<file path="src/hdl/tli_pkg.sv">
`timescale 1ns / 1ps

package tli_pkg;

	localparam int MAX_LINES = 1024;
	localparam int MAX_CHARS = 65536;

	localparam int LINE_AW = $clog2(MAX_LINES);
	localparam int LCNT_W  = LINE_AW + 1;
	localparam int CHAR_W  = 17;
	localparam int OFF_W   = 16;
	localparam int LEN_W   = 17;

	localparam logic [7:0] CH_LF = 8'd10;
	localparam logic [7:0] CH_CR = 8'd13;

	typedef enum logic [1:0] {
		OP_BYTE  = 2'd0,
		OP_END   = 2'd1,
		OP_FIND  = 2'd2,
		OP_CLEAR = 2'd3
	} op_t;

	typedef enum logic [1:0] {
		END_NONE = 2'd0,
		END_LF   = 2'd1,
		END_CR   = 2'd2,
		END_CRLF = 2'd3
	} ending_t;

	typedef struct packed {
		logic [OFF_W-1:0] start;
		logic [LEN_W-1:0] len;
		logic [LEN_W-1:0] text;
		ending_t          kind;
	} line_entry_t;

	typedef struct packed {
		logic               we;
		logic [LINE_AW-1:0] addr;
		line_entry_t        data;
	} tbl_wr_t;

	typedef struct packed {
		logic               re;
		logic [LINE_AW-1:0] addr;
	} tbl_rd_t;

	typedef struct packed {
		logic               line_done;
		logic               found;
		logic [LINE_AW-1:0] line_number;
		logic [OFF_W-1:0]   rel;
		line_entry_t        entry;
	} result_t;

endpackage

</file>
<file path="src/hdl/tli_scanner.sv">
`timescale 1ns / 1ps

module tli_scanner import tli_pkg::*; (
	input  logic              clk,
	input  logic              arst_n,
	input  logic              go,
	input  op_t               op,
	input  logic [7:0]        text_byte,
	output tbl_wr_t           wr,
	output logic              vld_q,
	output result_t           res_q,
	output logic [LCNT_W-1:0] stored_q,
	output logic [CHAR_W-1:0] seen_q,
	output logic              dropped_q
);

	logic [CHAR_W-1:0] run_q;
	logic              cr_q;

	logic [LCNT_W-1:0] stored_d;
	logic [CHAR_W-1:0] seen_d, run_d;
	logic              cr_d, dropped_d;
	logic              line_vld, tbl_full, is_lf, is_cr;
	logic [CHAR_W-1:0] ln_start;
	logic [LEN_W-1:0]  ln_len;
	ending_t           ln_kind;
	result_t           res_d;

	assign is_lf    = (text_byte == CH_LF);
	assign is_cr    = (text_byte == CH_CR);
	assign tbl_full = (stored_q >= LCNT_W'(MAX_LINES));

	always_comb begin
		stored_d  = stored_q;
		seen_d    = seen_q;
		run_d     = run_q;
		cr_d      = cr_q;
		dropped_d = dropped_q;
		line_vld  = 1'b0;
		ln_start  = '0;
		ln_len    = '0;
		ln_kind   = END_NONE;
		case (op)
			OP_BYTE: begin
				if (seen_q >= CHAR_W'(MAX_CHARS)) begin
					dropped_d = 1'b1;
				end else begin
					seen_d = seen_q + 1'b1;
					if (cr_q) begin
						// close the CR line; an LF here joins it as CRLF
						line_vld = 1'b1;
						ln_start = seen_q - run_q - 1'b1;
						ln_len   = is_lf ? run_q + 2'd2 : run_q + 1'b1;
						ln_kind  = is_lf ? END_CRLF : END_CR;
						run_d    = (is_lf || is_cr) ? '0 : CHAR_W'(1);
						cr_d     = is_cr;
					end else if (is_lf) begin
						line_vld = 1'b1;
						ln_start = seen_q - run_q;
						ln_len   = run_q + 1'b1;
						ln_kind  = END_LF;
						run_d    = '0;
					end else if (is_cr) begin
						cr_d = 1'b1;
					end else begin
						run_d = run_q + 1'b1;
					end
				end
			end
			OP_END: begin
				if (cr_q) begin
					line_vld = 1'b1;
					ln_start = seen_q - run_q - 1'b1;
					ln_len   = run_q + 1'b1;
					ln_kind  = END_CR;
				end else if (run_q != '0) begin
					line_vld = 1'b1;
					ln_start = seen_q - run_q;
					ln_len   = run_q;
					ln_kind  = END_NONE;
				end
				run_d = '0;
				cr_d  = 1'b0;
			end
			OP_CLEAR: begin
				stored_d  = '0;
				seen_d    = '0;
				run_d     = '0;
				cr_d      = 1'b0;
				dropped_d = 1'b0;
			end
			default: begin
			end
		endcase

		wr.we         = go && line_vld && !tbl_full;
		wr.addr       = stored_q[LINE_AW-1:0];
		wr.data.start = ln_start[OFF_W-1:0];
		wr.data.len   = ln_len;
		wr.data.text  = run_q;
		wr.data.kind  = ln_kind;

		res_d = '0;
		if (line_vld) begin
			if (tbl_full) begin
				dropped_d = 1'b1;
			end else begin
				stored_d          = stored_q + 1'b1;
				res_d.line_done   = 1'b1;
				res_d.line_number = stored_q[LINE_AW-1:0];
				res_d.entry       = wr.data;
			end
		end
	end

	always_ff @(posedge clk or negedge arst_n) begin
		if (!arst_n) begin
			stored_q  <= '0;
			seen_q    <= '0;
			run_q     <= '0;
			cr_q      <= 1'b0;
			dropped_q <= 1'b0;
			vld_q     <= 1'b0;
		end else begin
			vld_q <= go;
			if (go) begin
				stored_q  <= stored_d;
				seen_q    <= seen_d;
				run_q     <= run_d;
				cr_q      <= cr_d;
				dropped_q <= dropped_d;
			end
		end
	end

	always_ff @(posedge clk) begin
		if (go) begin
			res_q <= res_d;
		end
	end

endmodule

</file>
<file path="config.mk">
export PLATFORM = sky130hd
export DESIGN_NAME = tli_scanner
export DESIGN_NICKNAME = d
export VERILOG_FILES = /design/src/hdl/tli_pkg.sv /design/src/hdl/tli_scanner.sv
export SDC_FILE = /design/constraint.sdc
export NUM_CORES = 1
export LEC_CHECK = 0
export BUFFER_PORTS_ARGS = -buffer_cell sky130_fd_sc_hd__buf_2
export CORE_ASPECT_RATIO = 0.9
export CORE_MARGIN = 2
export CORE_UTILIZATION = 45
export DETAILED_ROUTE_END_ITERATION = 16
export GPL_TIMING_DRIVEN = 0
export PLACE_DENSITY = 0.66
export SLEW_MARGIN = 20
export SYNTH_ARGS = -nofsm -noshare
export SYNTH_HDL_FRONTEND = slang
export SYNTH_SLANG_ARGS = --single-unit
</file>
<file path="constraint.sdc">
create_clock -name clk -period 9.22 [get_ports clk]
set_input_delay 0.461 -clock clk [delete_from_list [all_inputs] [get_ports clk]]
set_output_delay 0.461 -clock clk [all_outputs]
set_load 0.02 [all_outputs]
</file>
# Word-level counts from Yosys, hierarchy flattened
# Index checks and enable logic that the tools add are counted.
[totals]
register_bits = 111
input_bits = 13
output_inout_bits = 173
elab_cells = 86
[classes]
n_addsub = 6
order_cmp = 2
eq_ne = 6
n_mux = 46
bitwise = 1
n_reduce_logical = 13
[ops]
columns = ["operator", "n"]
rows = [
  ["17-bit 2-to-1 mux", 11],
  ["17-bit case mux with 2 select lines", 3],
  ["16-bit 2-to-1 mux", 5],
  ["17-bit by 1-bit adder with 17-bit output (second input constant)", 2],
  ["11-bit 2-to-1 mux", 3],
  ["16-bit case mux with 2 select lines", 1],
  ["17-bit by 2-bit adder with 17-bit output (second input constant)", 1],
  ["17-bit greater-or-equal comparator (second input constant)", 1],
  ["17-bit nonzero test", 1],
  ["8-bit by 4-bit equality test with 1-bit output (second input constant)", 2],
  ["1-bit 2-to-1 mux", 16],
  ["16-bit by 1-bit subtractor with 16-bit output (second input constant)", 1],
  ["16-bit subtractor", 1],
  ["11-bit by 1-bit adder with 11-bit output (second input constant)", 1],
  ["11-bit greater-or-equal comparator (second input constant)", 1],
  ["2-bit 2-to-1 mux", 3],
  ["1-bit case mux with 2 select lines", 3],
  ["3-bit AND reduction", 2],
  ["4-bit inequality test (second input constant)", 1],
  ["2-bit case mux with 2 select lines", 1],
  ["4-bit AND reduction", 1],
  ["2-bit nonzero test", 2],
  ["2-bit OR reduction", 2],
  ["2-bit by 1-bit equality test with 1-bit output (second input constant)", 1],
  ["other kinds (7)", 8],
]

# Depth between registers and ports, before layout
# Gate-level depths: netlist of the first run.
[logic_depth]
depth_word = 7
depth_mapped = 13
mapped_depth_nobuf = 12

# Worst setup path before layout of the first run
# OpenSTA, ideal clock, no wires.
[synth_path]
kind = "flip-flop to output port"
startpoint = "register run_q[4]"
endpoint = "output wr[50] (netlist name)"
arrival_ps = 3542
required_time_ps = 8759
path_slack_ps = 5217
path_stages_with_launch = 12
n_path_buf = 1
path_cell_list = "dfrtp_1 -> clkbuf_1 -> inv_1 -> ha_1 -> a21oi_1 -> nand2_1 -> or3_4 -> a211oi_4 -> nand4b_4 -> or2_4 -> or4_1 -> a21oi_1"
[synth_rtl]
columns = ["item", "line_no", "rtl"]
rows = [
  ["start, declared", "tli_scanner.sv:17", "logic [CHAR_W-1:0] run_q;"],
  ["start signal, assigned", "tli_scanner.sv:129", "run_q <= run_d;"],
  ["end, declared", "tli_scanner.sv:9", "output tbl_wr_t wr,"],
]

==> flow_metrics.py, run 1 <==
metrics = {
    "grt": {
        "grt_overflow": 0,
        "antenna_found_initial": 0,
        "grt_pass1_vias": 6466,
        "grtUsageTotal_pct": 26.4,
        "grt_max_degree": 49,
        "grt_pass1_wl_mm": 36.4,
    },
    "placement": {
        "port_buffers": 168,
        "hpwlAfterDp_mm": 17.5,
        "dpl_cell_area_um2": 8710,
        "gp_congestion": 0.948,
        "place_ws_ns": 4.96,
    },
    "logic_synthesis": {
        "syn-instance-count": 857,
        "postSynthAreaPerCell_um2": 8.78,
        "synth_top_area_cell": "edfxtp_1",
        "synth.area.top_cells": "edfxtp_1 (25%), dfrtp_1 (16%), nor2_1 (4.8%), ha_1 (4.8%), o21ai_0 (4.3%)",
        "yosysSeqAreaShare_pct": 41.1,
        "ys_types": 74,
        "synth_area_um2": 7520,
        "yosysWarnings": 0,
        "synth_top_cell_area_share_pct": 25.2,
        "async_flop_share_pct": 43.2,
        "ys_ff_latch": 111,
        "synth_flop_cell": "edfxtp_1",
        "synth_edf_count": 63,
    },
    "floorplanning": {
        "fp.dieH_um": 127,
        "dieArea_um2": 17800,
        "row_count": 44,
        "coreArea_um2": 16200,
        "initial_core_util_pct": 46.3,
        "pin_count": 186,
        "die_w_um": 140,
    },
    "finish": {
        "fin_util_pct": 55.4,
        "syn_to_final_growth_pct": 19.7,
        "nNetsFinal": 1096,
        "drive_above_1_share_pct": 22.3,
        "fin_area_um2": 9000,
        "diodes": 0,
        "final_common_cell": "buf_2",
        "final_cell_mix": "buf_2 (167), nor2_1 (97), nand2_1 (81)",
    },
    "clocking": {
        "cts_resized": 0,
        "cts_max_level": 3,
        "tritoncts": "done",
        "postCtsSetupBuffers": 0,
        "cts_root_buf": "clkbuf_16",
        "clk_latency_ns": 0.38,
        "cts_hold_buffers": 0,
        "cts_buffers": 9,
        "path_clk_slew_ns": 0.08,
        "cts_buffer_depth": 2,
        "cts_sinks": 111,
    },
    "detailed_routing": {
        "postRouteAntennaNets": 0,
        "via_count": 7255,
        "wl_mm": 23.8,
        "vias_per_cell": 5.74,
        "first_iter_violations": 738,
        "drc_errors": 0,
        "drt_first_pass_iters": 6,
        "routedWlPerCell_um": 18.8,
    },
    "critical_path": {
        "slowest_stage": "or4b_1",
        "cp_cell_sequence": "clkbuf_1 > inv_1 > ha_1 > nor2_1 > a211oi_2 > o211ai_1 > a22oi_1 > nand4b_4 > nor4b_2 > or4b_1 > a21oi_1 > buf_2",
        "crit_type": "reg -> out",
        "rr_startpoint": "run_q[0]",
        "ff2ff_setup_slack_ns": 5.07,
        "critical-path-max-stage-delay_ns": 0.50,
        "cp_top_family": "simple AND/OR/NAND/NOR gates",
        "end_kind": "output pin",
        "cp.arrival_ns": 4.27,
        "worstPathRequired_ns": 8.76,
        "cp_max_fo": 10,
        "start_kind": "flip-flop",
        "reg2regPathDepth": 11,
        "path_buf_inv": 3,
        "r2r-end": "res_q[49]",
    },
    "sta": {
        "max_clock_freq_ghz": 0.211,
        "fin_worst_skew_ns": 0.0132,
        "min_period_ns": 4.73,
        "hold_violations": 0,
        "finalSetupViolCount": 0,
        "worst_slack_ns": 4.49,
        "worst-slew-pin-transition_ns": 1.10,
        "relSlewSlack_pct": 25.9,
        "rsz0062_at_grt": "false",
        "post-route-period-util_pct": 51.3,
        "fin_setup_tns_ns": 0,
        "slew_viol_final": 0,
    },
    "power_and_ir_drop": {
        "p_leak_nw": 3.95,
        "total_power_mw": 1.59,
        "power_density_nw_per_um2": 177,
        "irDropWorstVdd_mv": 0.115,
    },
    "outcome": {
        "status": "finished, final reports clean",
    },
    "job": {
        "maxCapViolCount": 0,
    },
    "min_path": {
        "hp-class": "in -> async",
    },
}
==> layout make-up <==
class / instances / area (um^2)
well taps: 207 / 259
repair buffers: 169 / 866
inverters: 31 / 116
flip-flops and latches: 111 / 3090
clock inverters: 7 / 72.6
fillers: 1565 / 7240
multi-input cells: 656 / 3990
plain buffers: 75 / 384
clock buffers: 9 / 225
==> kinds of logic (layout without fill, tap and decap cells) <==
| kind of cell | after synthesis | after routing | synth area share [%] |
|---|---|---|---|
| AND/OR/NAND/NOR | 350 | 350 | 23.1 |
| AO/OA/AOI/OAI | 203 | 203 | 17.1 |
| flip-flops | 111 | 111 | 41.1 |
| buffers and inverters | 106 | 291 | 6.65 |
| XOR/XNOR | 43 | 43 | 5.01 |
| adder cells (fa/ha/maj) | 30 | 30 | 5.09 |
| multiplexers | 13 | 13 | 1.80 |
| other | 1 | 17 | 0.0499 |
==> stage by stage <==
stage | hold WS, ns | cells
3_3_place_gp | 0.571 | 1248
4_1_cts | 0.158 | 1265
3_5_place_dp | 0.571 | 1249
2_1_floorplan | 0.165 | 873
6_report | 0.131 | 1265
5_1_grt | 0.187 | 1265
==> report_power, final <==
group          internal (mW)  switching, mW
sequential             0.552         0.0293
combinational          0.206          0.399
clock                  0.193          0.214
total                  0.951          0.643
==> worst reg2reg max path, cell delays in order, from the launching register on <==
cell	delay, ns
dfrtp_1	0.46
clkbuf_1	0.28
clkinv_1	0.30
ha_1	0.24
nor4b_1	0.32
nand4_1	0.33
a211oi_1	0.56
nor2_1	0.14
nand2_1	0.12
clkbuf_1	0.48
clkbuf_1	0.58
nor2_1	0.09
==> worst max-delay path by stage <==
stage	cells past startpoint	from	endpoint	slack [ns]
detailed placement	12	run_q[4]	wr[51]	4.96
floorplan	11	run_q[4]	wr[50]	5.22
finish	12	run_q[3]	wr[51]	4.49
CTS	12	run_q[4]	wr[51]	4.54
global route	12	run_q[3]	wr[51]	4.18
global placement	12	run_q[4]	wr[50]	4.93
==> synthesized netlist by cell type (12+ instances only) <==
library cell,n
xnor2_1,25
nor3_1,28
clkbuf_1,45
nor2_1,97
buf_4,27
o21ai_0,64
nand2_1,81
nand4_1,17
and2_1,34
inv_1,29
ha_1,29
dfrtp_1,48
edfxtp_1,63
a31oi_1,12
a21oi_1,51
nand3_1,31
xor2_1,18
==> sequential cells by signal, summed over array words and instances (netlist names) <==
register	cells
run_q	17
seen_q	17
dropped_q	1
res_q	63
cr_q	1
vld_q	1
stored_q	11
==> layer usage <==
metal,track usage [%],wire (um)
met1,37.8,10500
met2,40.1,10400
met3,6.12,2290
met4,7.96,600
met5,0,0
(Power assumes the default switching activity.)
==> run 2: changes to the inputs <==
ABC_AREA = 1   (was default)
clock period = 4.5 ns   (was 9.22 ns; I/O delays follow)
==> run 2 against run 1 <==
  * Sequential share of layout area down 1.8 points
  * Combinational power grew to 2.8 times the previous value
  * Die area grew 5.4%
  * Via count grew 7.3%
  * First-iteration DRC count decreased by 11%
  * Total power is 140% higher
  * Register-to-register slack worse by 3.6 ns
  * Core utilization down 0.93 points
  * Clock power up 110%
  * Global-route usage is 0.56 points higher
  * Critical path type unchanged
  * Largest power group unchanged
==> flow_metrics.py, run 2 <==
metrics = {
    "logic_synthesis": {
        "synthMostInstantiatedCell": "nand2_1",
        "synth_top_cell_area_share_pct": 23.8,
        "postSynthAreaPerCell_um2": 7.83,
        "ys_types": 57,
        "synth_flop_cell": "edfxtp_1",
        "synth_common_cells": "nand2_1 (195), inv_1 (116), nor2_1 (116)",
        "syn-instance-count": 1014,
        "async_flop_share_pct": 43.2,
        "yosysSeqAreaShare_pct": 39.0,
        "synth.area.top_cells": "edfxtp_1 (24%), dfrtp_1 (15%), nand2_1 (9.2%), inv_1 (5.5%), nor2_1 (5.5%)",
        "synth_edf_count": 63,
        "yosysWarnings": 0,
        "synth_area_um2": 7940,
        "ys_ff_latch": 111,
        "synth_top_area_cell": "edfxtp_1",
    },
    "placement": {
        "port_buffers": 168,
        "gp_congestion": 0.986,
        "hpwlAfterDp_mm": 19.4,
        "place_ws_ns": 1.46,
    },
    "critical_path": {
        "cp.depth": 18,
        "rr_startpoint": "run_q[0]",
        "ff2ff_setup_slack_ns": 1.50,
        "path_buf_inv": 4,
        "reg2regPathDepth": 17,
        "start_kind": "flip-flop",
        "crit_type": "reg -> out",
        "worstPathRequired_ns": 4.28,
        "critical-path-max-stage-delay_ns": 0.52,
        "cp.arrival_ns": 3.31,
        "cpMostUsedCell": "nand2_1",
        "cp_cell_sequence": "ha_1 > fa_1 > inv_1 > nand3_1 > nand2_2 > nand2_1 > nand2_1 > nand2_1 > nand2_1 > nand2_1 > nand2_1 > inv_1 > nor2_2 > nand3_1 > nand2_1 > nand3_1 > inv_1 > buf_2",
        "end_kind": "output pin",
        "r2r-end": "res_q[51]",
        "slowest_stage": "dfrtp_1",
        "cp_max_fo": 6,
        "cp_top_family": "simple AND/OR/NAND/NOR gates",
    },
    "floorplanning": {
        "initial_core_util_pct": 45.5,
        "die_w_um": 144,
        "dieArea_um2": 18700,
        "pin_count": 186,
        "row_count": 46,
        "coreArea_um2": 17400,
        "fp.dieH_um": 130,
    },
    "detailed_routing": {
        "via_count": 7788,
        "vias_per_cell": 5.34,
        "postRouteAntennaNets": 0,
        "drc_errors": 0,
        "routed-wl-met2_mm": 11.1,
        "wl_mm": 25.1,
        "met1_length_mm": 11.1,
        "routedWlPerCell_um": 17.2,
        "first_iter_violations": 656,
        "top_layer": "met4",
        "met3_length_mm": 2.26,
        "drt_first_pass_iters": 5,
    },
    "sta": {
        "fin_setup_tns_ns": 0,
        "finalSetupViolCount": 0,
        "slew_viol_final": 0,
        "min_period_ns": 3.53,
        "hold_violations": 0,
        "worst-slew-pin-transition_ns": 0.752,
        "fin_worst_skew_ns": 0.0161,
        "rsz0062_at_grt": "false",
        "worst_slack_ns": 0.969,
        "relSlewSlack_pct": 49.9,
        "max_clock_freq_ghz": 0.283,
        "post-route-period-util_pct": 78.5,
    },
    "clocking": {
        "cts_max_level": 3,
        "cts_sinks": 111,
        "cts_root_buf": "clkbuf_16",
        "cts_resized": 0,
        "clk_latency_ns": 0.38,
        "path_clk_slew_ns": 0.09,
        "cts_buffer_depth": 2,
        "tritoncts": "done",
        "cts_buffers": 9,
    },
    "grt": {
        "grt_pass1_wl_mm": 38.3,
        "grt_pass1_vias": 6949,
        "grt_max_degree": 50,
        "grt_overflow": 0,
        "antenna_found_initial": 2,
        "grtUsageTotal_pct": 27.0,
    },
    "power_and_ir_drop": {
        "p_leak_nw": 4.90,
        "p_comb_share_pct": 44.4,
        "seqPwrFrac_pct": 32.8,
        "irDropWorstVdd_mv": 0.238,
        "p_sw_mw": 1.71,
        "clkPwrFrac_pct": 22.8,
        "internal_power_mw": 2.10,
        "power_density_nw_per_um2": 401,
        "swShare_pct": 45.0,
        "total_power_mw": 3.81,
    },
    "finish": {
        "top_register": "res_q",
        "nNetsFinal": 1254,
        "final_cell_mix": "nand2_1 (195), buf_2 (178), inv_1 (116), nor2_1 (116), edfxtp_1 (63)",
        "drive_above_1_share_pct": 26.3,
        "seq_area_um2": 3090,
        "final_common_cell": "nand2_1",
        "reg_top3": "res_q: 63 flops, run_q: 17 flops, seen_q: 17 flops",
        "fillCellCount": 1700,
        "largest_reg_flops": 63,
        "syn_to_final_growth_pct": 19.7,
        "multi_input_area_um2": 4030,
    },
    "min_path": {
        "whs_endpoint": "res_q[74]",
        "hp-class": "in -> reg",
        "worstHoldStart": "go",
        "min_path_cells": 1,
    },
    "job": {
        "maxCapViolCount": 0,
    },
    "outcome": {
        "status": "finished, final reports clean",
    },
}
[run 2: area by class of cell]
type                    count  share of cell area, %
inverters                 139                   5.55
diodes                      2                 0.0527
flip-flops and latches    111                   32.5
clock buffers               9                   2.37
plain buffers              51                   3.63
repair buffers            170                   9.29
well taps                 240                   3.16
multi-input cells         729                   42.4
clock inverters             7                  0.961
[run 2: worst reg2reg max path: cells and delay by family, from the launching register on]
kind | cells | cell delay, ns
and+or+nand+nor | 13 | 1.44
adders and majority gates | 2 | 0.68
DFF | 1 | 0.52
buffers and inverters | 2 | 0.23
[run 2: worst max path at each step]
stage,start,to,slack [ns]
after detailed placement,run_q[0],wr[49],1.46
after floorplan,seen_q[0],wr[45],1.77
after global routing,run_q[0],wr[51],0.76
after global placement,run_q[0],wr[43],1.45
after CTS,run_q[0],wr[49],1.05
final,run_q[0],wr[49],0.97
[run 2: layer usage]
layer,GRT usage [%],up-vias
li1,-,3738
met1,38.9,3644
met2,40.9,358
met3,4.84,48
met4,9.57,0
met5,0,-
[run 2: cell families (layout without fill, tap and decap cells)]
| group | after synthesis | in the layout | synth area share [%] |
|---|---|---|---|
| AND/OR/NAND/NOR | 488 | 488 | 29.7 |
| buffers and inverters | 190 | 376 | 11.0 |
| AO/OA/AOI/OAI | 164 | 164 | 12.0 |
| flip-flops | 111 | 111 | 39.0 |
| adder cells (fa/ha/maj) | 30 | 30 | 4.82 |
| XOR/XNOR | 30 | 30 | 3.40 |
| other | 1 | 19 | 0.0472 |
[run 2: stage by stage]
stage	cells	utilization (%)	hold WS [ns]	area, um^2
after global placement	1438	52.4	0.542	9140
after CTS	1456	54.5	0.260	9500
after floorplan	1030	-	-0.0706	8000
after detailed placement	1439	52.6	0.325	9170
after global routing	1458	54.5	0.260	9510
final	1458	54.5	0.265	9510
[run 2: timing repair]
action / 4_1_cts / 5_1_grt
endpoints found under the hold margin: 48 / 0
buffers inserted: 0 / 0
hold buffers: 1 / 0
[run 2: power by group through the flow]
stage / registers, mW / logic, mW / clock network (mW)
2_1_floorplan: 1.36 / 1.12 / 0
3_3_place_gp: 1.27 / 1.64 / 0
3_5_place_dp: 1.27 / 1.67 / 0
4_1_cts: 1.25 / 1.68 / 0.879
5_1_grt: 1.26 / 1.88 / 0.913
6_report: 1.25 / 1.69 / 0.867
