`config.mk`:
```
export PLATFORM = sky130hd
export DESIGN_NAME = tli_search
export DESIGN_NICKNAME = d
export VERILOG_FILES = /design/src/hdl/tli_pkg.sv /design/src/hdl/tli_search.sv
export SDC_FILE = /design/constraint.sdc
export NUM_CORES = 1
export LEC_CHECK = 0
export ABC_AREA = 1
export BUFFER_PORTS_ARGS = -buffer_cell sky130_fd_sc_hd__buf_2
export CAP_MARGIN = 20
export CORE_ASPECT_RATIO = 0.6
export CORE_MARGIN = 2
export CORE_UTILIZATION = 45
export CTS_CLUSTER_SIZE = 30
export DETAILED_ROUTE_END_ITERATION = 8
export GPL_TIMING_DRIVEN = 0
export PLACE_DENSITY = 0.75
export REMOVE_ABC_BUFFERS = 1
export SYNTH_ARGS = -nofsm -noshare
export SYNTH_HDL_FRONTEND = slang
export SYNTH_SLANG_ARGS = --single-unit
```
`constraint.sdc`:
```
create_clock -name clk -period 5.2 [get_ports clk]
set_clock_uncertainty 0.1 [all_clocks]
set_input_delay 1.04 -clock clk [delete_from_list [all_inputs] [get_ports clk]]
set_output_delay 1.04 -clock clk [all_outputs]
set_load 0.05 [all_outputs]
```
`src/hdl/tli_pkg.sv`:
```
`timescale 1ns / 1ps

package tli_pkg;

	localparam int MAX_LINES = 1024;
	localparam int MAX_CHARS = 65536;

	localparam int LINE_AW = $clog2(MAX_LINES);
	localparam int LCNT_W  = LINE_AW + 1;
	localparam int CHAR_W  = 17;
	localparam int OFF_W   = 16;
	localparam int LEN_W   = 17;

	localparam logic [7:0] CH_LF = 8'd10;
	localparam logic [7:0] CH_CR = 8'd13;

	typedef enum logic [1:0] {
		OP_BYTE  = 2'd0,
		OP_END   = 2'd1,
		OP_FIND  = 2'd2,
		OP_CLEAR = 2'd3
	} op_t;

	typedef enum logic [1:0] {
		END_NONE = 2'd0,
		END_LF   = 2'd1,
		END_CR   = 2'd2,
		END_CRLF = 2'd3
	} ending_t;

	typedef struct packed {
		logic [OFF_W-1:0] start;
		logic [LEN_W-1:0] len;
		logic [LEN_W-1:0] text;
		ending_t          kind;
	} line_entry_t;

	typedef struct packed {
		logic               we;
		logic [LINE_AW-1:0] addr;
		line_entry_t        data;
	} tbl_wr_t;

	typedef struct packed {
		logic               re;
		logic [LINE_AW-1:0] addr;
	} tbl_rd_t;

	typedef struct packed {
		logic               line_done;
		logic               found;
		logic [LINE_AW-1:0] line_number;
		logic [OFF_W-1:0]   rel;
		line_entry_t        entry;
	} result_t;

endpackage

```
`src/hdl/tli_search.sv`:
```
`timescale 1ns / 1ps

module tli_search import tli_pkg::*; (
	input  logic              clk,
	input  logic              arst_n,
	input  logic              go,
	input  logic [OFF_W-1:0]  query,
	input  logic [LCNT_W-1:0] line_count,
	output tbl_rd_t           rd,
	input  line_entry_t       rdata,
	output logic              busy,
	output logic              vld_q,
	output result_t           res_q
);

	typedef enum logic [3:0] {
		S_IDLE = 4'b0001,
		S_ADDR = 4'b0010,
		S_CMP  = 4'b0100,
		S_LAST = 4'b1000
	} srch_state_t;

	srch_state_t        state_q;
	logic [LINE_AW-1:0] lo_q, hi_q, mid_q;
	logic [OFF_W-1:0]   q_q;

	logic [LCNT_W-1:0]  span, mid_w;
	logic [LINE_AW-1:0] mid;
	logic               narrow;
	logic [OFF_W+1:0]   end_pos;
	logic               hit;
	result_t            last_res;

	assign narrow  = (lo_q < hi_q);
	assign span    = {1'b0, hi_q} - {1'b0, lo_q} + 1'b1;
	assign mid_w   = {1'b0, lo_q} + (span >> 1);
	assign mid     = mid_w[LINE_AW-1:0];
	assign rd.re   = (state_q == S_ADDR);
	assign rd.addr = narrow ? mid : lo_q;
	assign busy    = (state_q != S_IDLE);

	assign end_pos = {2'b00, rdata.start} + {1'b0, rdata.len};
	assign hit     = (q_q >= rdata.start) && ({2'b00, q_q} < end_pos);

	always_comb begin
		last_res = '0;
		if (hit) begin
			last_res.found       = 1'b1;
			last_res.line_number = lo_q;
			last_res.rel         = q_q - rdata.start;
			last_res.entry       = rdata;
		end
	end

	always_ff @(posedge clk or negedge arst_n) begin
		if (!arst_n) begin
			state_q <= S_IDLE;
			vld_q   <= 1'b0;
		end else begin
			// strobe on an empty-table find or once the last entry is in
			vld_q <= (state_q == S_LAST) ||
					((state_q == S_IDLE) && go && (line_count == '0));
			case (state_q)
				S_IDLE: begin
					if (go && (line_count != '0)) begin
						state_q <= S_ADDR;
					end
				end
				S_ADDR: state_q <= narrow ? S_CMP : S_LAST;
				S_CMP:  state_q <= S_ADDR;
				S_LAST: state_q <= S_IDLE;
				default: state_q <= S_IDLE;
			endcase
		end
	end

	always_ff @(posedge clk) begin
		case (state_q)
			S_IDLE: begin
				if (go) begin
					lo_q  <= '0;
					hi_q  <= LINE_AW'(line_count - 1'b1);
					q_q   <= query;
					res_q <= '0;
				end
			end
			S_ADDR: mid_q <= mid;
			S_CMP: begin
				if (rdata.start <= q_q) begin
					lo_q <= mid_q;
				end else begin
					hi_q <= mid_q - 1'b1;
				end
			end
			S_LAST: res_q <= last_res;
			default: begin
			end
		endcase
	end

	a_bounds: assert property (@(posedge clk) disable iff (!arst_n)
		(state_q != S_IDLE) |-> (lo_q <= hi_q))
		else $error("search window inverted");

	a_cmp_after_read: assert property (@(posedge clk) disable iff (!arst_n)
		(state_q == S_CMP) |-> ($past(state_q) == S_ADDR))
		else $error("compare without a preceding table read");

	a_window_in_table: assert property (@(posedge clk) disable iff (!arst_n)
		(state_q != S_IDLE) |-> ({1'b0, hi_q} < line_count))
		else $error("search reaches past stored lines");

	a_result_idle: assert property (@(posedge clk) disable iff (!arst_n)
		vld_q |-> (state_q == S_IDLE))
		else $error("search result while still searching");

endmodule

```
### Yosys cells after proc, flatten, opt, wreduce, memory -nomap -nowiden

Index checks and enable logic that the tools add are counted.

| storage, ports and cells | value |
|---|---|
| register bits after elaboration | 131 |
| bits in latches | 0 |
| memory bits (writable) | 0 |
| ROM bits | 0 |
| bits of input ports | 82 |
| output and inout port bits | 93 |
| logic and storage cells | 60 |
| memories | 0 |

| cells by class | value |
|---|---|
| add/sub/neg operators | 7 |
| multipliers | 0 |
| divide/modulo/power cells | 0 |
| order comparisons | 4 |
| equal/unequal tests | 9 |
| shift-type cells | 0 |
| muxes and demuxes | 13 |
| bitwise logic cells | 0 |
| reduce and logical (&&, ||, !) cells | 13 |

Operator list:

| cell | number |
|---|---|
| $pmux 80 s2 | 1 |
| $mux 80 | 1 |
| $mux 79 | 1 |
| $mux 10 | 5 |
| $pmux 10 s2 | 2 |
| $sub 10x1->10 const B | 2 |
| $add 16x17->18 | 1 |
| $lt 16x18->1 | 1 |
| $ge 16x16->1 | 1 |
| $le 16x16->1 | 1 |
| $sub 16x16->16 | 1 |
| $pmux 4 s3 | 1 |
| $add 11x1->11 const B | 1 |
| $logic_not 11->1 | 1 |
| $reduce_bool 11->1 | 1 |
| $sub 10x10->11 | 1 |
| $add 10x10->10 | 1 |
| $lt 10x10->1 | 1 |
| $mux 4 | 2 |
| $ne 2x2->1 const B | 3 |
| $reduce_and 3->1 | 2 |
| $eq 4x1->1 const B | 1 |
| $eq 4x2->1 const B | 1 |
| $eq 4x3->1 const B | 1 |
| other kinds (7) | 12 |

### Logic depth before layout (Yosys ltp)

Gate-level depths: netlist of run 1.

| logic depth | value |
|---|---|
| depth after elaboration | 5 |
| depth in mapped cells | 24 |
| mapped depth without buffers | 22 |

### Worst setup path before layout of run 1

OpenSTA, ideal clock, no wires.

| timing path | value |
|---|---|
| kind | register to output |
| start point | reg lo_q[1] |
| end point | out rd[7] (netlist name) |
| arrival | 3.439 ns |
| data required time | 4.060 ns |
| setup slack | 0.621 ns |
| cell stages (with the launch flop) | 18 |
| path buffers | 0 |
| cells stage by stage | edfxtp_1 -> ha_1 -> inv_1 -> ha_1 -> fa_1 -> nand3_1 -> nand2_1 -> a21oi_1 -> o21ai_0 -> xor2_1 -> inv_1 -> ha_1 -> a21o_1 -> a31oi_1 -> o31ai_1 -> xor2_1 -> nand2_1 -> o21ai_0 |

RTL lines:

| element | line | RTL |
|---|---|---|
| start, declared | tli_search.sv:24 | `logic [LINE_AW-1:0] lo_q, hi_q, mid_q;` |
| start signal, assigned | tli_search.sv:90 | `lo_q <= mid_q;` |
| end, declared | tli_search.sv:9 | `output tbl_rd_t rd,` |

==> key figures, run 1 <==
Run status
  – Status: complete, no violations

Layout
  – Commonest non-fill, non-tap cells in the layout: buf_2, inv_1, nand2_1, edfxtp_1, nor2_1
  – Leading cell type in the layout, fill and taps excluded: buf_2
  – Area delta synth->final: 22.8%
  – Design area: about 0.010 mm2
  – Layout net count: 1260
  – Share of layout cells above drive strength 1: 22.7%
  – Final Util: 56.1%

Timing
  – Max-slew violations: 0
  – Minimum clock period: 5.02 ns
  – Final Hold Vio Count: 0
  – Period utilization: 96.5%
  – Setup TNS: 0 ns
  – Slew @ Worst Pin: about 1.0 ns
  – RSZ-0062 raised after global routing: false
  – Setup ws final: 0.182 ns
  – Max-slew headroom: 30.2%
  – Setup-failing EPs final: 0
  – FMAX: 199 MHz

Die
  – Core Footprint: between 0.015 and 0.02 mm2
  – Die W: approximately 180 um
  – DIE HEIGHT: roughly 110 um
  – Ports: 175
  – Initial Util: a little under half
  – # rows: 38
  – Area of the die: ~0.019 mm2

CTS
  – Clock transition at the registers of the reported paths: 0.06 ns
  – Post-CTS Hold Buffers: 0
  – Clock sinks: 130
  – Cts bufs inserted: 17
  – CTS Root Cell: clkbuf_16
  – CTS tree: yes
  – Clk_lat worst skew: ~0.41 ns
  – # H-tree levels: 4
  – Clk buf depth: 2

Setup path
  – CP Class: flop to output port
  – Type of origin of the critical path: flop
  – Worst-path fanout max: 5
  – Worst setup path end: rd[9]
  – CP Launch Point: lo_q[5]
  – Worst EP required: 4.06 ns
  – Worst r2r path cells: 15
  – Flop2flop setup slack: 1.65 ns
  – CP Data Arrival Time: 3.88 ns
  – Critical path endpoint category: output port
  – Worst r2r dst: mid_q[9]
  – Reg-to-Reg Start: lo_q[3]

Min path
  – Hold WC Path Type: input port to async pin

Placement
  – IO Port Bufs: 173
  – Final HPWL DP: 15900 um
  – Dpl ws: 0.159 ns
  – Placed instance area: 0.00934 mm2
  – GPL Wtd Cong: 0.898

Global routing
  – First-pass GRT wire length: 30900 um
  – GR Overflow Total: 0
  – Initial antenna violation count: 1
  – Total track usage: 21.2%
  – Largest net degree at the start of global routing: 60
  – Vias in the first global route: 5964

Route
  – DR pass1 iterations: 7
  – Routed vias: between 6000 and 7000
  – Detailed Route WL: 20400 um
  – Via/cell ratio: 4.90
  – Drc violations: 0
  – Post-route ant nets: 0
  – DRT iter0 DRCs: 460
  – Avg WL per Cell: 15.2 um

Logic synthesis
  – Post-Syn Instances: 902
  – Post-synth EDFFs: 125
  – Yosys cell types: 45
  – Asr flop ratio synth: 3.85%
  – Register area share after synthesis: 47.4%
  – Yosys reg bits: 130
  – Mapped cell area: 0.00819 mm2
  – Syn Area/Cell: 9.08 um2
  – Top FF cell, synth: edfxtp_1
  – Synth warnings: 0

Run
  – Max Cap Viol: 0
==> worst min path at each step <==
stage,slack (ns),from,to,depth (start not counted)
2_1_floorplan,0.43,mid_q[1],lo_q[1],2
3_3_place_gp,0.43,mid_q[4],lo_q[4],2
3_5_place_dp,0.45,mid_q[4],lo_q[4],2
4_1_cts,0.34,arst_n,vld_q,1
5_1_grt,0.34,arst_n,vld_q,1
6_report,0.34,arst_n,vld_q,1
==> area by class of cell <==
class                      count  area (um2)
antenna                        1        2.50
clock buffer                  18         429
clock inverter                14         165
fill                        1621        7870
inverter                     166         623
multi-input combinational    593        3670
sequential                   130        3880
tap                          240         300
timing repair buffer         182         985
==> state kept, by name, indices dropped and copies added (netlist names) <==
register and cells:
res_q 79, lo_q 10, vld_q 1, state_q 4
mid_q 10, hi_q 10, q_q 16
==> worst max-delay path: stages, from the launching register on <==
cell,delay [ns]
edfxtp_1,0.46
inv_1,0.13
ha_1,0.36
ha_2,0.39
nand2_1,0.08
o21ai_1,0.21
a21oi_2,0.07
nor2_1,0.09
a21oi_1,0.08
xnor2_1,0.13
ha_2,0.39
nand2_1,0.07
nor2_1,0.14
nand3_1,0.09
nand3_1,0.19
xor2_2,0.21
nand2_1,0.08
nand2_1,0.07
clkbuf_4,0.22
==> Yosys cell counts, types with 5 or more instances <==
cell | count | area (um2)
nor2_2 | 9 | 56.3
xnor2_1 | 15 | 131
nand2_1 | 153 | 574
nor2_1 | 123 | 462
xor2_1 | 32 | 280
ha_1 | 84 | 1050
inv_1 | 161 | 604
edfxtp_1 | 125 | 3750
nor3_1 | 7 | 35.0
o21bai_1 | 7 | 52.6
nand4_1 | 5 | 31.3
nand3_1 | 30 | 150
a21oi_1 | 51 | 255
buf_2 | 7 | 35.0
o21ai_0 | 35 | 175
==> timing repair <==
action                                  CTS  global route
cloned                                    0             0
endpoints found under the setup margin    3             5
endpoints found under the hold margin     0             0
pin swaps                                 2             1
buffers inserted                          3             4
gates resized for setup                   2            17
==> cell families (layout without fill, tap and decap cells) <==
| family | Yosys count | after routing | synth area share, % |
|---|---|---|---|
| AO/OA/AOI/OAI | 116 | 116 | 7.90 |
| XOR/XNOR | 47 | 47 | 5.03 |
| adder cells (fa/ha/maj) | 88 | 88 | 13.8 |
| buffers and inverters | 179 | 380 | 8.59 |
| flip-flops | 130 | 130 | 47.4 |
| other | 1 | 2 | 0.0458 |
| AND/OR/NAND/NOR | 341 | 341 | 17.2 |
==> layer usage <==
layer	vias to the layer above	wire length, um	global-route usage (%)
met3	12	1660	4.54
met4	0	168	5.50
met1	3012	10700	33.9
met5	-	0	0
met2	242	7830	28.4
li1	3323	-	-
==> stage by stage <==
stage | hold WS [ns] | cells
final | 0.345 | 1344
after global routing | 0.338 | 1344
after CTS | 0.339 | 1339
after detailed placement | 0.446 | 1304
after global placement | 0.435 | 1302
after floorplan | 0.428 | 889
Power of run 1 is left out: the tool's default activity adds up to more than one toggle a clock period on the data nets, which glitch-free logic cannot reach.
==> run 2, diff against run 1 <==
Settings changed: RECOVER_POWER from default to 25.
==> run 2 against run 1 <==
Compared with the run above: utilization down 0.34 points; highest routed layer unchanged; maximum frequency is 0.22% lower; sequential share of layout area rose by 0.23 points; critical endpoint unchanged; flip-flop and latch count unchanged; global-route usage unchanged; die area unchanged; clock-buffer cell count unchanged.
==> key figures, run 2 (synthesis results as in run 1) <==
Run status
  – Status: complete, no violations

Route
  – Via/cell ratio: approximately 4.9
  – DR pass1 iterations: 5
  – Avg WL per Cell: ~15 um
  – Drc violations: 0
  – Metal3 WL: 1600 um
  – DRT iter0 DRCs: between 400 and 500
  – Post-route ant nets: 0
  – Routed vias: 6596
  – WL met2: about 8000 um
  – Met1 Routed Length: 10800 um
  – Detailed Route WL: 20400 um
  – Top Layer Used: met4

CTS
  – Clock sinks: 130
  – Clk_lat worst skew: 0.41 ns
  – # H-tree levels: 4
  – Post-CTS Hold Buffers: 0
  – Cts bufs inserted: 17
  – Clock transition at the registers of the reported paths: about 0.060 ns
  – Clk buf depth: 2
  – CTS tree: yes
  – CTS Root Cell: clkbuf_16

Timing
  – Slew @ Worst Pin: slightly above 1 ns
  – Minimum clock period: 5.03 ns
  – Setup ws final: approximately 0.17 ns
  – RSZ-0062 raised after global routing: false
  – Final Hold Vio Count: 0
  – FMAX: 199 MHz
  – Setup-failing EPs final: 0
  – Max-slew violations: 0
  – Period utilization: 96.7%
  – Max-slew headroom: 31.6%

Layout
  – Reg area: 0.00388 mm2
  – Largest register FFs: 79
  – Reg with most FFs: res_q
  – Largest registers: res_q (79), q_q (16)
  – Leading cell type in the layout, fill and taps excluded: inv_1
  – Commonest non-fill, non-tap cells in the layout: inv_1, nand2_1, edfxtp_1, nor2_1, buf_2
  – Layout net count: 1260
  – Area delta synth->final: 22.0%
  – Share of layout cells above drive strength 1: 18.3%
  – FILL cells: 1628
  – Multi-input logic area: roughly 0.0037 mm2

Die
  – Die W: about 180 um
  – Area of the die: 0.0193 mm2
  – # rows: 38
  – Initial Util: between 40% and 50%
  – DIE HEIGHT: around 110 um
  – Core Footprint: between 0.015 and 0.02 mm2
  – Ports: 175

Global routing
  – Total track usage: 21.2%
  – Vias in the first global route: 5964
  – Initial antenna violation count: 1
  – GR Overflow Total: 0
  – First-pass GRT wire length: about 31000 um
  – Largest net degree at the start of global routing: 60

Setup path
  – Critical path endpoint category: output port
  – Worst-path fanout max: 5
  – CP Class: flop to output port
  – CP Data Arrival Time: 3.89 ns
  – Type of origin of the critical path: flop
  – Worst EP required: 4.06 ns

Min path
  – Hold WC Path Type: input port to async pin

Placement
  – Final HPWL DP: between 15000 and 20000 um
  – GPL Wtd Cong: 0.898
  – IO Port Bufs: 173
  – Dpl ws: 0.159 ns

Run
  – Max Cap Viol: 0
==> run 2: cell type report <==
| type | instances | share of cell area (%) |
|---|---|---|
| repair buffers | 182 | 9.25 |
| clock inverters | 14 | 1.65 |
| inverters | 166 | 6.24 |
| multi-input cells | 593 | 36.7 |
| clock buffers | 18 | 4.30 |
| flip-flops and latches | 130 | 38.8 |
| well taps | 240 | 3.01 |
| diodes | 1 | 0.0250 |
==> run 2: metrics by stage <==
stage | area, um2 | hold WS (ns) | TNS, ns | utilization (%) | std cells
2_1_floorplan | 8110 | 0.428 | 0 | - | 889
6_report | 9990 | 0.394 | 0 | 55.7 | 1344
4_1_cts | 9970 | 0.339 | 0 | 55.6 | 1339
3_3_place_gp | 9270 | 0.435 | -43.10 | 51.7 | 1302
5_1_grt | 9990 | 0.407 | 0 | 55.7 | 1344
3_5_place_dp | 9340 | 0.446 | 0 | 52.1 | 1304
==> run 2: timing repair <==
action / in CTS / in global routing
buffers inserted: 3 / 4
resized for setup: 2 / 17
pin swaps: 2 / 1
endpoints found under the setup margin: 3 / 5
==> run 2: worst max-delay path: stages, from the launching register on <==
cell,delay (ns)
edfxtp_1,0.47
inv_1,0.13
ha_1,0.36
ha_2,0.39
nand2_1,0.08
o21ai_1,0.21
a21oi_2,0.07
nor2_1,0.09
a21oi_1,0.08
xnor2_1,0.13
ha_2,0.39
nand2_1,0.07
nor2_1,0.14
nand3_1,0.09
nand3_1,0.19
xor2_2,0.21
nand2_1,0.08
nand2_1,0.07
clkbuf_4,0.22
==> run 2: metal layers <==
layer	track usage (%)	vias up
met3	4.54	18
met4	5.50	0
met1	33.9	3006
li1	-	3326
met5	0	-
met2	28.4	246
==> run 2: final timing paths <==
check                      startpoint          to  slack (ns)  depth (start not counted)
setup / recovery              lo_q[5]       rd[9]        0.17                         18
hold / removal                 arst_n       vld_q        0.39                          1
setup reg to reg              lo_q[4]    mid_q[9]        1.64                         14
hold reg to reg              mid_q[4]     lo_q[4]        0.45                          2
max in group asynchronous      arst_n  state_q[0]        4.32                          1
min in group clk             mid_q[4]     lo_q[4]        0.45                          2
Power of run 2 is left out for the same reason.
==> run 3, diff against run 2 <==
Settings changed: CELL_PAD_IN_SITES_DETAIL_PLACEMENT from default to 0, CELL_PAD_IN_SITES_GLOBAL_PLACEMENT from default to 1, CORE_UTILIZATION 45 to 42, PLACE_DENSITY 0.75 to 0.88.
==> run 3 against run 2 <==
Compared with the run above: via count grew 0.18%; sequential share of layout area shrank 0.32 points; cell count grew 1.9%; clock-buffer cell count grew 4; worst setup slack gained 0.0058 ns; cell area grew 0.84%; flip-flop and latch count is the same; register-to-register slack gained 0.22 ns; worst hold slack lost 0.043 ns; utilization shrank 2.9 points; routed wire length grew 5.4%; largest cell class unchanged.
==> key figures, run 3 (synthesis results as in run 1) <==
Pwr
  – Pwr dens: 709 mW/mm2
  – Max IR drop VDD: 0.00109 V
  – Leak Pwr: 4.92 nW

Global routing
  – Total track usage: 21.6%
  – GR Overflow Total: 0
  – Largest net degree at the start of global routing: 46
  – Initial antenna violation count: 1
  – Vias in the first global route: 6220
  – First-pass GRT wire length: roughly 33000 um

Timing
  – Max-slew headroom: 23.5%
  – Slew @ Worst Pin: between 1 and 1.5 ns
  – RSZ-0062 raised after global routing: true
  – Worst hold slack: roughly 0.35 ns
  – Final Hold Vio Count: 0
  – Setup-failing EPs final: 0
  – Setup ws final: 0.176 ns
  – Period utilization: between 90% and 100%
  – FMAX: 199 MHz
  – Max-slew violations: 0
  – Minimum clock period: approximately 5.0 ns

Placement
  – Dpl ws: between 0.2 and 0.25 ns
  – IO Port Bufs: approximately 170
  – Final HPWL DP: 16900 um
  – GPL Wtd Cong: 0.902

Setup path
  – Critical Path Max Stage Delay: about 0.41 ns
  – CP bufs+invs: 3
  – CP dominant cell by count: nand2_1
  – Crit-path cells: ha_1, inv_1, ha_2, fa_2, nand3_1, nand2_1, a21oi_1, o21ai_1, xor2_1, inv_1, ha_4, nand2_1, o31ai_2, xor2_1, nand2_1, o21ai_0, buf_4
  – Reg-to-Reg Start: lo_q[1]
  – CP max-delay cell: edfxtp_1
  – Type of origin of the critical path: flop
  – Crit-path leading delay family: adder cells
  – Worst EP required: about 4 ns
  – Critical path endpoint category: output port
  – CP Launch Point: lo_q[1]
  – CP Class: flop to output port
  – CP Data Arrival Time: 3.88 ns
  – Worst-path fanout max: 5

Die
  – DIE HEIGHT: about 110 um
  – # rows: 39
  – Die W: about 180 um
  – Area of the die: around 0.021 mm2
  – Ports: 175
  – Core Footprint: about 0.019 mm2
  – Initial Util: 42.9%

Layout
  – Area delta synth->final: 23.1%
  – Layout net count: roughly 1300
  – Reg with most FFs: res_q
  – Largest registers: res_q (79), q_q (16)
  – Final Util: 52.8%
  – Commonest non-fill, non-tap cells in the layout: inv_1, nand2_1, buf_2, edfxtp_1, nor2_1
  – # diodes: 0
  – Largest register FFs: 79
  – Leading cell type in the layout, fill and taps excluded: inv_1
  – Share of layout cells above drive strength 1: 20.5%

Route
  – Detailed Route WL: 21500 um
  – Avg WL per Cell: 15.7 um
  – Post-route ant nets: 0
  – DRT iter0 DRCs: 505
  – Drc violations: 0
  – DR pass1 iterations: 5
  – Routed vias: approximately 6600
  – Via/cell ratio: 4.83

Run status
  – Status: complete, no violations

Run
  – Max Cap Viol: 0

CTS
  – Clk buf depth: 2
  – Cts bufs inserted: 17
  – Clk_lat worst skew: around 0.43 ns
  – Clock transition at the registers of the reported paths: 0.06 ns
  – Post-CTS Hold Buffers: 0
  – CTS Root Cell: clkbuf_16
  – CTS tree: yes
  – # H-tree levels: 4
  – Clock sinks: 130

Min path
  – Hold WC Path Type: input port to async pin
## run 3: cell count changes in the layout (fill, tap and decap cells not counted), sizes merged
cell / delta
clkinv: -4
clkbuf: -15
buf: +19
diode: -1
## run 3: worst register-to-register path, cell delays in order (launching register included)
cell	delay [ns]
edfxtp_1	0.41
ha_1	0.30
inv_1	0.05
ha_2	0.22
fa_2	0.37
nand3_1	0.09
nand2_1	0.13
a21oi_1	0.17
o21ai_1	0.08
xor2_1	0.15
inv_1	0.09
ha_4	0.24
a21o_1	0.20
a31oi_1	0.18
o31ai_2	0.13
xor2_1	0.17
## run 3: final timing paths
path / end / slack [ns] / depth (start not counted)
setup / recovery: rd[7] / 0.18 / 17
hold / removal: state_q[2] / 0.35 / 1
setup reg to reg: mid_q[7] / 1.86 / 15
hold reg to reg: lo_q[1] / 0.46 / 2
max in group asynchronous: state_q[0] / 4.38 / 1
min in group clk: lo_q[1] / 0.46 / 2
## run 3: where the power goes
| group | internal (mW) | switching [mW] |
|---|---|---|
| logic | 1.18 | 3.03 |
| registers | 1.60 | 0.117 |
| clock network | 0.763 | 0.457 |
## run 3: per-layer routing
metal	GRT usage, %	wire, um
met3	5.26	2030
met4	6.13	282
met1	35.2	11600
met2	27.5	7590
met5	0	11
## run 3: repair_timing
item | in CTS | in global routing
resized for setup | 6 | 22
endpoints found under the setup margin | 3 | 4
buffers inserted | 2 | 1
pin swaps | 2 | 1
## run 3: area by class of cell
cell class / count / area, um2
fill: 1810 / 9000
sequential: 130 / 3880
multi-input combinational: 593 / 3730
timing repair buffer: 182 / 925
inverter: 166 / 623
clock buffer: 22 / 454
tap: 266 / 333
clock inverter: 10 / 135
## run 3: metrics by stage
stage               cells  setup TNS, ns  instance area [um2]  power (mW)
floorplan             889              0                 8110        4.71
global placement     1328         -46.81                 9310        5.63
detailed placement   1332              0                 9390        5.69
CTS                  1366              0                10000        7.03
global route         1369        -0.0259                10100        7.61
finish               1369              0                10100        7.14
(Power assumes the default switching activity.)
